===== config.mk =====
export PLATFORM = sky130hd
export DESIGN_NAME = pgmh_div
export DESIGN_NICKNAME = d
export VERILOG_FILES = /design/src/rtl/pgmh_pkg.sv /design/src/rtl/pgmh_div.sv
export SDC_FILE = /design/constraint.sdc
export NUM_CORES = 1
export LEC_CHECK = 0
export BUFFER_PORTS_ARGS = -buffer_cell sky130_fd_sc_hd__buf_2
export CAP_MARGIN = 20
export CORE_MARGIN = 8
export CORE_UTILIZATION = 60
export CTS_CLUSTER_SIZE = 28
export DETAILED_ROUTE_END_ITERATION = 6
export GPL_ROUTABILITY_DRIVEN = 1
export MAX_ROUTING_LAYER = met4
export PLACE_DENSITY_LB_ADDON = 0.1
export SYNTH_ARGS = -nofsm -noshare
export SYNTH_HDL_FRONTEND = slang
export SYNTH_SLANG_ARGS = --single-unit

===== constraint.sdc =====
create_clock -name clock -period 6.6 [get_ports clock]
set_input_delay 1.32 -clock clock [delete_from_list [all_inputs] [get_ports clock]]
set_output_delay 1.32 -clock clock [all_outputs]
set_load 0.02 [all_outputs]

===== src/rtl/pgmh_pkg.sv =====
package pgmh_pkg;

   localparam int COUNT_W = 16;
   localparam int HTOT_W  = 40;
   localparam int CTOT_W  = 32;
   localparam int H_W     = 24;
   localparam int CH_W    = 16;
   localparam int CSR_W   = 23;

   localparam logic [1:0] CSR_GRID_WIDTH = 2'd0;
   localparam logic [1:0] CSR_GRID_DEPTH = 2'd1;
   localparam logic [1:0] CSR_HEIGHT_TOP = 2'd2;

   localparam logic [1:0] ST_MEASURED = 2'd0;
   localparam logic [1:0] ST_FILLED   = 2'd1;
   localparam logic [1:0] ST_EDGE     = 2'd2;
   localparam logic [1:0] ST_OUTSIDE  = 2'd3;

   localparam logic [COUNT_W-1:0] COUNT_MAX = 16'hFFFF;
   localparam logic [CH_W-1:0]    CH_WHITE  = 16'hFFFF;

   localparam logic [1:0] DIV_HEIGHT = 2'd0;
   localparam logic [1:0] DIV_RED    = 2'd1;
   localparam logic [1:0] DIV_GREEN  = 2'd2;
   localparam logic [1:0] DIV_BLUE   = 2'd3;

   typedef struct packed {
      logic [COUNT_W-1:0]       count;
      logic signed [HTOT_W-1:0] htot;
      logic [CTOT_W-1:0]        rtot;
      logic [CTOT_W-1:0]        gtot;
      logic [CTOT_W-1:0]        btot;
   } entry_type;

   typedef struct packed {
      logic start;
      logic wide;
   } div_req_type;

   // Neighbor offsets plus one, in scan order row by row.
   function automatic logic [1:0] nb_dx(input logic [2:0] n);
      logic [1:0] r;
      case (n)
         3'd0, 3'd3, 3'd5: r = 2'd0;
         3'd1, 3'd6:       r = 2'd1;
         default:          r = 2'd2;
      endcase
      return r;
   endfunction

   function automatic logic [1:0] nb_dz(input logic [2:0] n);
      logic [1:0] r;
      case (n)
         3'd0, 3'd1, 3'd2: r = 2'd0;
         3'd3, 3'd4:       r = 2'd1;
         default:          r = 2'd2;
      endcase
      return r;
   endfunction

endpackage


===== src/rtl/pgmh_div.sv =====
module pgmh_div (
   input  logic                      clock,
   input  logic                      reset,
   input  pgmh_pkg::div_req_type     req,
   input  logic [39:0]               num,
   input  logic [15:0]               den,
   output logic                      done,
   output logic [23:0]               quo
);

   // Quotient is known to fit in 24 bits (wide) or 16 bits, so the top of
   // the numerator is already below the divisor.
   logic [15:0] rem_ff, rem_in;
   logic [23:0] num_ff, num_in;
   logic [23:0] quo_ff, quo_in;
   logic [4:0]  cnt_ff, cnt_in;
   logic        run_ff, run_in;
   logic        done_ff, done_in;
   logic [16:0] trial;
   logic [16:0] diff;

   assign trial = {rem_ff, num_ff[23]};
   assign diff  = trial - {1'b0, den};

   always_comb begin
      rem_in  = rem_ff;
      num_in  = num_ff;
      quo_in  = quo_ff;
      cnt_in  = cnt_ff;
      run_in  = run_ff;
      done_in = 1'b0;
      if (req.start) begin
         run_in = 1'b1;
         quo_in = '0;
         if (req.wide) begin
            rem_in = num[39:24];
            num_in = num[23:0];
            cnt_in = 5'd24;
         end else begin
            rem_in = num[31:16];
            num_in = {num[15:0], 8'd0};
            cnt_in = 5'd16;
         end
      end else if (run_ff) begin
         num_in = {num_ff[22:0], 1'b0};
         if (!diff[16]) begin
            rem_in = diff[15:0];
            quo_in = {quo_ff[22:0], 1'b1};
         end else begin
            rem_in = trial[15:0];
            quo_in = {quo_ff[22:0], 1'b0};
         end
         cnt_in = cnt_ff - 5'd1;
         if (cnt_ff == 5'd1) begin
            run_in  = 1'b0;
            done_in = 1'b1;
         end
      end
   end

   always_ff @(posedge clock) begin
      if (reset) begin
         run_ff  <= 1'b0;
         done_ff <= 1'b0;
         cnt_ff  <= '0;
      end else begin
         run_ff  <= run_in;
         done_ff <= done_in;
         cnt_ff  <= cnt_in;
      end
      rem_ff <= rem_in;
      num_ff <= num_in;
      quo_ff <= quo_in;
   end

   assign done = done_ff;
   assign quo  = quo_ff;

endmodule


==> flow_summary.toml, run 1 <==
[setup_path]
reg2reg_setup_slack_ns = 3.27
setup.worst_path.end = "rem_ff[12]"
end_kind = "flip-flop"
rr_worst_depth = 10
cp_max_fo = 21
crit_type = "in2reg"
worstSetupStartpointType = "primary input"
cp-startpoint = "den[0]"
r2r-end = "rem_ff[12]"
crit_arrival_ns = 4.06
cp.required_ns = 6.66
regToRegStartpoint = "num_ff[23]"

[synth]
ys_types = 51
synth_top_area_cell = "edfxtp_1"
synth_nets = 503
synthArstFlopShare_pct = 0
yosys_register_bits = 71
postSynthAreaPerCell_um2 = 10.0
syn_inst = 424
synth.top_cells.by_area = "edfxtp_1 28%, mux2i_1 17%, dfxtp_1 15%"
synth_commonest_cells = "73 x mux2i_1, 59 x nor2_1, 40 x edfxtp_1"
netlist_area_um2 = 4240
synth_edf_count = 40
synth_fa_ha_area_share_pct = 5.78
muxShareOfSynthArea_pct = 18.3
yosysTopAreaCellShare_pct = 28.3
yosysMostFrequentCell = "mux2i_1"
synthSimpleGateAreaFrac_pct = 11.6
synth_xor_area_share_pct = 3.10
synth_top_family_by_area = "multiplexers"
yosysSeqAreaShare_pct = 42.9
yosys_warnings = 0
synthFlopType = "edfxtp_1"
synth-compound-area-share_pct = 13.1

[die]
fp.coreArea_um2 = 6830
pin_count = 85
start_util_pct = 62.1
rows = 30
die_h_um = 100
die_x_um = 100
dieArea_um2 = 10000

[sta]
finalSetupViolations = 0
tightestPinTransition_ns = 0.942
slew_headroom_pct = 37.2
min_period_over_period_pct = 60.6
tns_ns = 0
finClkSkew_ns = 0.00642
rsz0062_at_grt = "no"
fmax_ghz = 0.250
slew_violations = 0
period_minus_slack_ns = 4.00
hold_viol_final = 0

[place]
place_inst = 581
hpwl_mm = 7.12
port_buffers = 84
gp_congestion = 0.868

[power]
power.leakage_nw = 2.27
pwr_density_cell_nw_per_um2 = 345
seqPwrFrac_pct = 36.2
p_sw_share_pct = 37.7
p_int_w = 0.00104
vdd_drop_max_v = 0.000192
p_sw_w = 0.000631
clkPwrFrac_pct = 18.2
pwr-share-comb_pct = 45.7

[finish]
drive_gt1_share_pct = 22.8
synthToLayoutAreaGrowth_pct = 14.2
fin_cells = 597
multi_input_area_um2 = 2200
nets = 575
antenna_cells = 0
n_fill_cell = 554
regArea_um2 = 1820
fin_util_pct = 70.9

[cts]
post_cts_buffers = 0
numCtsBuffers = 9
cts_resized = 0
clock_latency_ns = 0.34
htree_num_levels = 3
cts_sinks = 71
cts_tree = "built"
cts_buffer_depth = 2
cts_hold_buf = 0
clkTransAtPathRegs_ns = 0.07
root_buffer = "clkbuf_8"

[routing]
first_iter_violations = 132
dr.pass1.iters = 4
ant_nets = 0
drcViolationCount = 0
drt_wl_total_mm = 9.50
viasPerCell = 5.57
vias = 3325
wl_per_cell_um = 15.9

[grt]
grt_max_degree = 51
first_global_vias = 3378
grt_pass1_wl_mm = 15.4
grtUsageTotal_pct = 19.7
grt_antenna_before_repair = 0
grt_overflow = 0

[flow_run]
drv_cap = 0

[hold_path]
hp-class = "reg2reg"

[outcome]
status = "finished clean"
-- per-stage QoR --
stage / total power (W) / worst slack (ns) / cell area, um^2 / hold WS, ns
after floorplan: 0.00123 / 3.05 / 4240 / 0.477
after detailed placement: 0.00137 / 2.20 / 4680 / 0.504
final: 0.00167 / 2.60 / 4850 / 0.513
after CTS: 0.00167 / 2.59 / 4850 / 0.514
after global routing: 0.00178 / 2.36 / 4850 / 0.553
after global placement: 0.00134 / 2.35 / 4680 / 0.469
-- power by group through the flow --
| stage | clock [W] | combinational (W) | sequential, W |
|---|---|---|---|
| after global placement | 0 | 0.000729 | 0.000615 |
| after global routing | 0.000325 | 0.000843 | 0.000612 |
| after CTS | 0.000309 | 0.000759 | 0.000604 |
| final | 0.000304 | 0.000763 | 0.000604 |
| after detailed placement | 0 | 0.000754 | 0.000613 |
| after floorplan | 0 | 0.000630 | 0.000598 |
-- flip-flops by register name (all words and copies together) (netlist names) --
register  flops
quo          24
run_ff        1
cnt_ff        5
rem_ff       16
num_ff       24
done          1
-- per-layer routing --
metal,vias up,track usage [%],wire (um)
met5,-,-,0
li1,1664,-,-
met3,18,5.12,474
met1,1550,22.9,4230
met2,93,31.5,4600
met4,0,8.26,193
-- kinds of logic after synthesis --
logic type      count (synthesis)
compound gates                 81
flops                          71
simple gates                  109
buf+inv                        52
xor+xnor                       15
mux                            77
fa+ha+maj                      19
-- worst min path at each step --
stage	start	to	slack, ns	cells past startpoint
floorplan	cnt_ff[1]	cnt_ff[1]	0.48	2
global placement	quo[23]	quo[23]	0.47	2
detailed placement	cnt_ff[1]	cnt_ff[1]	0.50	2
CTS	cnt_ff[1]	cnt_ff[1]	0.51	2
global route	quo[18]	quo[18]	0.55	2
finish	cnt_ff[1]	cnt_ff[1]	0.51	2
-- layout by cell type (no fill, tap or decap), drive strengths merged, types with 5 or more instances in the layout --
cell and count:
nand2b 6, nand2 18, buf 86, nor3 7
a21oi 23, xnor2 9, edfxtp 40, nor2 59
mux2i 73, a21o 10, o21ai 14, inv 31
o21a 5, clkbuf 9, dfxtp 31, ha 18
xor2 6
-- area by class of cell --
cell class              instances  area share (%)
well taps                      96            2.48
clock buffers                   9            2.56
repair buffers                 86            8.99
inverters                      27            2.09
flip-flops and latches         71            37.6
multi-input cells             301            45.4
clock inverters                 7           0.930
-- critical path, stage by stage --
cell and delay [ns]:
buf_2 0.10, ha_1 0.21, fa_1 0.40, nand2b_1 0.19, a21oi_2 0.17, nor2_1 0.10
a2111oi_1 0.39, a211o_1 0.78, mux2i_1 0.29, o21ai_0 0.10
(Power assumes the default switching activity.)
==> run 2, diff against run 1 <==
Settings changed: CORE_UTILIZATION 60 to 56.
Clock period 6.6 ns to 4.03 ns, I/O delays scaled along.
==> run 2 against run 1 <==
Cell area is 1.3% higher. Worst hold slack hardly changed. Setup slack worse by 2.0 ns. Critical path type unchanged. Sequential share of layout area is 0.48 points lower. Via count is 1.5% lower. Die area is 6.0% higher. Clock skew is 0.0019 ns higher. Sequential power is 64% higher.
==> flow_summary.toml, run 2 (same netlist as run 1, synthesis figures left out) <==
[outcome]
status = "finished clean"

[sta]
tns_ns = 0
hold_viol_final = 0
min_period_over_period_pct = 84.1
tightestPinTransition_ns = 0.944
slew_headroom_pct = 37.1
fmax_ghz = 0.295
rsz0062_at_grt = "no"
finClkSkew_ns = 0.00834
slew_violations = 0
finalSetupViolations = 0
period_minus_slack_ns = 3.39

[finish]
drive_gt1_share_pct = 22.9
multi_input_area_um2 = 2200
nets = 576
n_fill_cell = 613
antenna_cells = 0
regArea_um2 = 1820
final_common_cell = "buf_2"
fin_util_pct = 67.3
synthToLayoutAreaGrowth_pct = 15.7
final_cell_mix = "84 x buf_2, 73 x mux2i_1, 59 x nor2_1, 40 x edfxtp_1, 31 x dfxtp_1"

[cts]
cts_tree = "built"
htree_num_levels = 3
clkTransAtPathRegs_ns = 0.07
post_cts_buffers = 0
cts_buffer_depth = 2
cts_sinks = 71
cts_resized = 0
numCtsBuffers = 9
root_buffer = "clkbuf_8"
clock_latency_ns = 0.33
cts_hold_buf = 0

[grt]
grt_use_met2_pct = 29.8
grtUsageTotal_pct = 18.9
grt_busiest_layer = "met2"
first_global_vias = 3229
grt_max_degree = 98
grt_pass1_wl_mm = 15.2
grtUsageMet3_pct = 3.85
grt_antenna_before_repair = 0
grt_overflow = 0
use_met1_pct = 23.3

[routing]
viasPerCell = 5.45
dr.pass1.iters = 4
drcViolationCount = 0
ant_nets = 0
vias = 3276
drt_wl_total_mm = 9.40
first_iter_violations = 125
wl_per_cell_um = 15.6

[setup_path]
cp_max_fo = 18
crit_type = "in2reg"
cp.required_ns = 4.09
crit_arrival_ns = 3.45
worst-path-buf-inv = 1
cp-startpoint = "den[0]"
crit_path_top_delay_cell = "a211o_1"
path_cells = "buf_2 > ha_1 > fa_1 > nand2b_1 > a21oi_2 > nor2_1 > a2111oi_1 > a211o_1 > mux2i_1 > o21ai_0"
crit_family = "compound AO/OA/AOI/OAI gates"
end_kind = "flip-flop"
worstSetupStartpointType = "primary input"
regToRegStartpoint = "num_ff[23]"
slowest_delay_ns = 0.67

[die]
start_util_pct = 58.2
rows = 31
die_x_um = 103
dieArea_um2 = 10600
fp.coreArea_um2 = 7290
die_h_um = 103
pin_count = 85

[power]
pwr_density_cell_nw_per_um2 = 571
vdd_drop_max_v = 0.000312
power.leakage_nw = 2.30
finalPower_w = 0.00280

[place]
hpwl_mm = 6.93
gp_congestion = 0.907
port_buffers = 84

[flow_run]
drv_cap = 0

[hold_path]
hold_path.startpoint = "quo[23]"
hp-class = "reg2reg"
-- run 2: per-layer routing --
layer,wire (um),share of wire (%)
met3,435,4.6
met4,228,2.4
met1,4280,46
met2,4450,47
met5,0,0
-- run 2: power breakdown --
part	internal, W	leakage (nW)	total, W	switching, W
logic	0.000571	1.53	0.00125	0.000676
registers	0.000921	0.654	0.000990	0.0000689
clock network	0.000300	0.110	0.000564	0.000264
total	0.00179	2.30	0.00280	0.00101
-- run 2: layout make-up --
class / count / area share (%)
timing repair buffer: 87 / 9.28
inverter: 27 / 2.06
clock inverter: 5 / 0.688
clock buffer: 11 / 3.54
multi-input combinational: 301 / 44.8
sequential: 71 / 37.1
tap: 99 / 2.52
-- run 2: final timing paths --
check,slack [ns],cells past startpoint,end
setup reg to reg,0.83,10,rem_ff[8]
hold / removal,0.51,2,quo[23]
setup / recovery,0.64,10,rem_ff[8]
hold reg to reg,0.51,2,quo[23]
-- run 2: worst reg2reg max path: cells and delay by family, from the launching register on --
kind	cells	cell delay, ns
compound gates	4	1.35
fa+ha+maj	2	0.61
buf+inv	1	0.07
flops	1	0.32
mux	1	0.28
simple gates	2	0.30
-- run 2: stage by stage --
stage               instance area (um^2)  cells  hold slack [ns]  worst slack [ns]
finish                              4910    601            0.514             0.641
global route                        4910    601            0.554             0.473
global placement                    4700    585            0.471             0.364
CTS                                 4910    601            0.518             0.652
floorplan                           4240    424            0.477             0.991
detailed placement                  4700    585            0.500             0.281
==> run 3, diff against run 2 <==
Settings changed: ABC_AREA set to 1, CORE_UTILIZATION 56 to 51.
Clock period 4.03 ns to 3.05 ns, I/O delays scaled along.
==> run 3 against run 2 <==
Routed wire length up 20%. Synthesized area rose by 7.6%. Sequential power is 19% higher. Worst hold slack worse by 0.038 ns. Setup slack improved by 0.12 ns. Critical path depth rose by 5. Cell area is 7.8% higher. Power up 6.4%. Clock skew is 0.00072 ns lower. First-iteration DRC count up 98%. Cell count grew 35%. Flip-flop and latch count did not move. Critical path type is now reg2reg. Critical endpoint is now rem_ff[7]. Largest power group is now sequential cells.
==> flow_summary.toml, run 3 <==
[die]
die_h_um = 111
pin_count = 85
fp.coreArea_um2 = 8720
rows = 34
dieArea_um2 = 12200
die_x_um = 111
start_util_pct = 52.3

[routing]
drcViolationCount = 0
dr.pass1.iters = 4
drt_wl_total_mm = 11.2
first_iter_violations = 247
viasPerCell = 5.12
vias = 4159
ant_nets = 0
wl_per_cell_um = 13.8

[sta]
slew_headroom_pct = 56.0
tightestPinTransition_ns = 0.656
finalSetupViolations = 0
min_period_over_period_pct = 75.1
setup_slack_ns = 0.761
hold_viol_final = 0
slew_violations = 0
tns_ns = 0
period_minus_slack_ns = 2.29
finClkSkew_ns = 0.00762
fmax_ghz = 0.437
rsz0062_at_grt = "no"

[setup_path]
crit_family = "simple AND/OR/NAND/NOR gates"
worstSetupStartpointType = "flip-flop"
reg2reg_setup_slack_ns = 0.76
path_cells = "inv_1 > ha_1 > fa_1 > inv_1 > nand2_1 > nand2_2 > nand3_2 > nand2_2 > nand2_4 > nand2_4 > nand2_4 > nand2_4 > nand2_1 > nand3_1 > nand2_1"
crit_arrival_ns = 2.37
r2r-end = "rem_ff[7]"
crit_type = "reg2reg"
cp.required_ns = 3.13
end_kind = "flip-flop"
crit_path_top_delay_cell = "fa_1"
crit_top_cell = "nand2_4"
worst-path-buf-inv = 2
rr_worst_depth = 15
cp_max_fo = 8
regToRegStartpoint = "num_ff[23]"
slowest_delay_ns = 0.40

[synth]
synth_commonest_cells = "156 x nand2_1, 117 x inv_1, 52 x nand3_1"
yosysSeqAreaShare_pct = 39.9
synthFlopType = "edfxtp_1"
synth_edf_count = 40
syn_inst = 621
yosysMostFrequentCell = "nand2_1"
ys_types = 35
synthArstFlopShare_pct = 0
synth_nets = 700
synth.top_cells.by_area = "edfxtp_1 26%, dfxtp_1 14%, nand2_1 13%"
postSynthAreaPerCell_um2 = 7.35
synth_top_area_cell = "edfxtp_1"
yosys_warnings = 0
yosys_register_bits = 71
yosysTopAreaCellShare_pct = 26.3
netlist_area_um2 = 4560

[power]
pwr_density_cell_nw_per_um2 = 563
vdd_drop_max_v = 0.000410
finalPower_w = 0.00298
power.leakage_nw = 2.70

[cts]
clock_latency_ns = 0.34
htree_num_levels = 3
clkTransAtPathRegs_ns = 0.08
post_cts_buffers = 0
numCtsBuffers = 9
root_buffer = "clkbuf_8"
cts_resized = 0
cts_sinks = 71
cts_tree = "built"
cts_buffer_depth = 2
cts_hold_buf = 0

[finish]
final_common_cell = "nand2_1"
nets = 779
drive_gt1_share_pct = 20.1
antenna_cells = 0
synthToLayoutAreaGrowth_pct = 15.9
n_fill_cell = 849
design_area_um2 = 5290
final_cell_mix = "156 x nand2_1, 117 x inv_1, 84 x buf_2, 52 x nand3_1, 42 x o21ai_0"

[place]
placed_area_um2 = 5090
port_buffers = 84
gp_congestion = 0.868
hpwl_mm = 8.84
dp_slack_ns = 0.424

[grt]
first_global_vias = 4096
grtUsageTotal_pct = 18.9
grt_max_degree = 43
grt_antenna_before_repair = 0
grt_overflow = 0
grt_pass1_wl_mm = 19.0

[flow_run]
drv_cap = 0

[outcome]
status = "finished clean"

[hold_path]
hold_end = "cnt_ff[4]"
hp-class = "reg2reg"
min_path_cells = 2
hold_path.startpoint = "cnt_ff[4]"
==> run 3: area by class of cell <==
cell class | count | area [um^2] | share of cell area, %
multi-input combinational | 407 | 2200 | 41.5
tap | 108 | 135 | 2.55
inverter | 122 | 458 | 8.66
timing repair buffer | 89 | 483 | 9.13
sequential | 71 | 1820 | 34.4
clock inverter | 6 | 47.5 | 0.899
clock buffer | 10 | 149 | 2.81
==> run 3: cells by family after synthesis <==
group                      share of synthesized area, %
buffers and inverters                              12.0
AOI/OAI and AO/OA                                  12.1
DFF                                                39.9
adders and majority gates                          5.37
xor gates and xnor gates                           1.15
and+or+nand+nor                                    29.5
==> run 3: routing by layer <==
layer  wire, um  vias to the layer above  track usage, %
met5          0                        -               -
met4        113                        0            4.77
met3        468                        8            3.19
met2       5820                      103            32.2
met1       4840                     1889            22.7
li1           -                     2159               -
==> run 3: worst max-delay path by stage <==
stage / end / cells past startpoint / startpoint
after CTS: rem_ff[7] / 15 / num_ff[23]
after floorplan: num_ff[0] / 4 / req[1]
after detailed placement: rem_ff[2] / 15 / den[0]
after global placement: rem_ff[7] / 15 / den[0]
after global routing: rem_ff[2] / 15 / num_ff[23]
final: rem_ff[7] / 15 / num_ff[23]
==> run 3: power by group <==
part	internal [W]	leakage (nW)	switching [W]
Combinational	0.000385	1.93	0.000678
Clock	0.000354	0.103	0.000377
Sequential	0.00113	0.660	0.0000551
Total	0.00187	2.70	0.00111
==> run 3: through the flow <==
| stage | hold slack, ns | util, % | instances |
|---|---|---|---|
| 2_1_floorplan | 0.442 | - | 621 |
| 3_3_place_gp | 0.457 | 58.4 | 797 |
| 3_5_place_dp | 0.466 | 58.4 | 797 |
| 4_1_cts | 0.459 | 60.7 | 813 |
| 5_1_grt | 0.450 | 60.7 | 813 |
| 6_report | 0.475 | 60.7 | 813 |
==> run 3: worst reg2reg max path, stage by stage (launching register included) <==
cell and delay, ns:
edfxtp_1 0.32, inv_1 0.07, ha_1 0.21, fa_1 0.40, inv_1 0.11, nand2_1 0.07, nand2_2 0.08, nand3_2 0.08
nand2_2 0.11, nand2_4 0.08, nand2_4 0.11, nand2_4 0.09, nand2_4 0.12, nand2_1 0.06, nand3_1 0.07, nand2_1 0.07
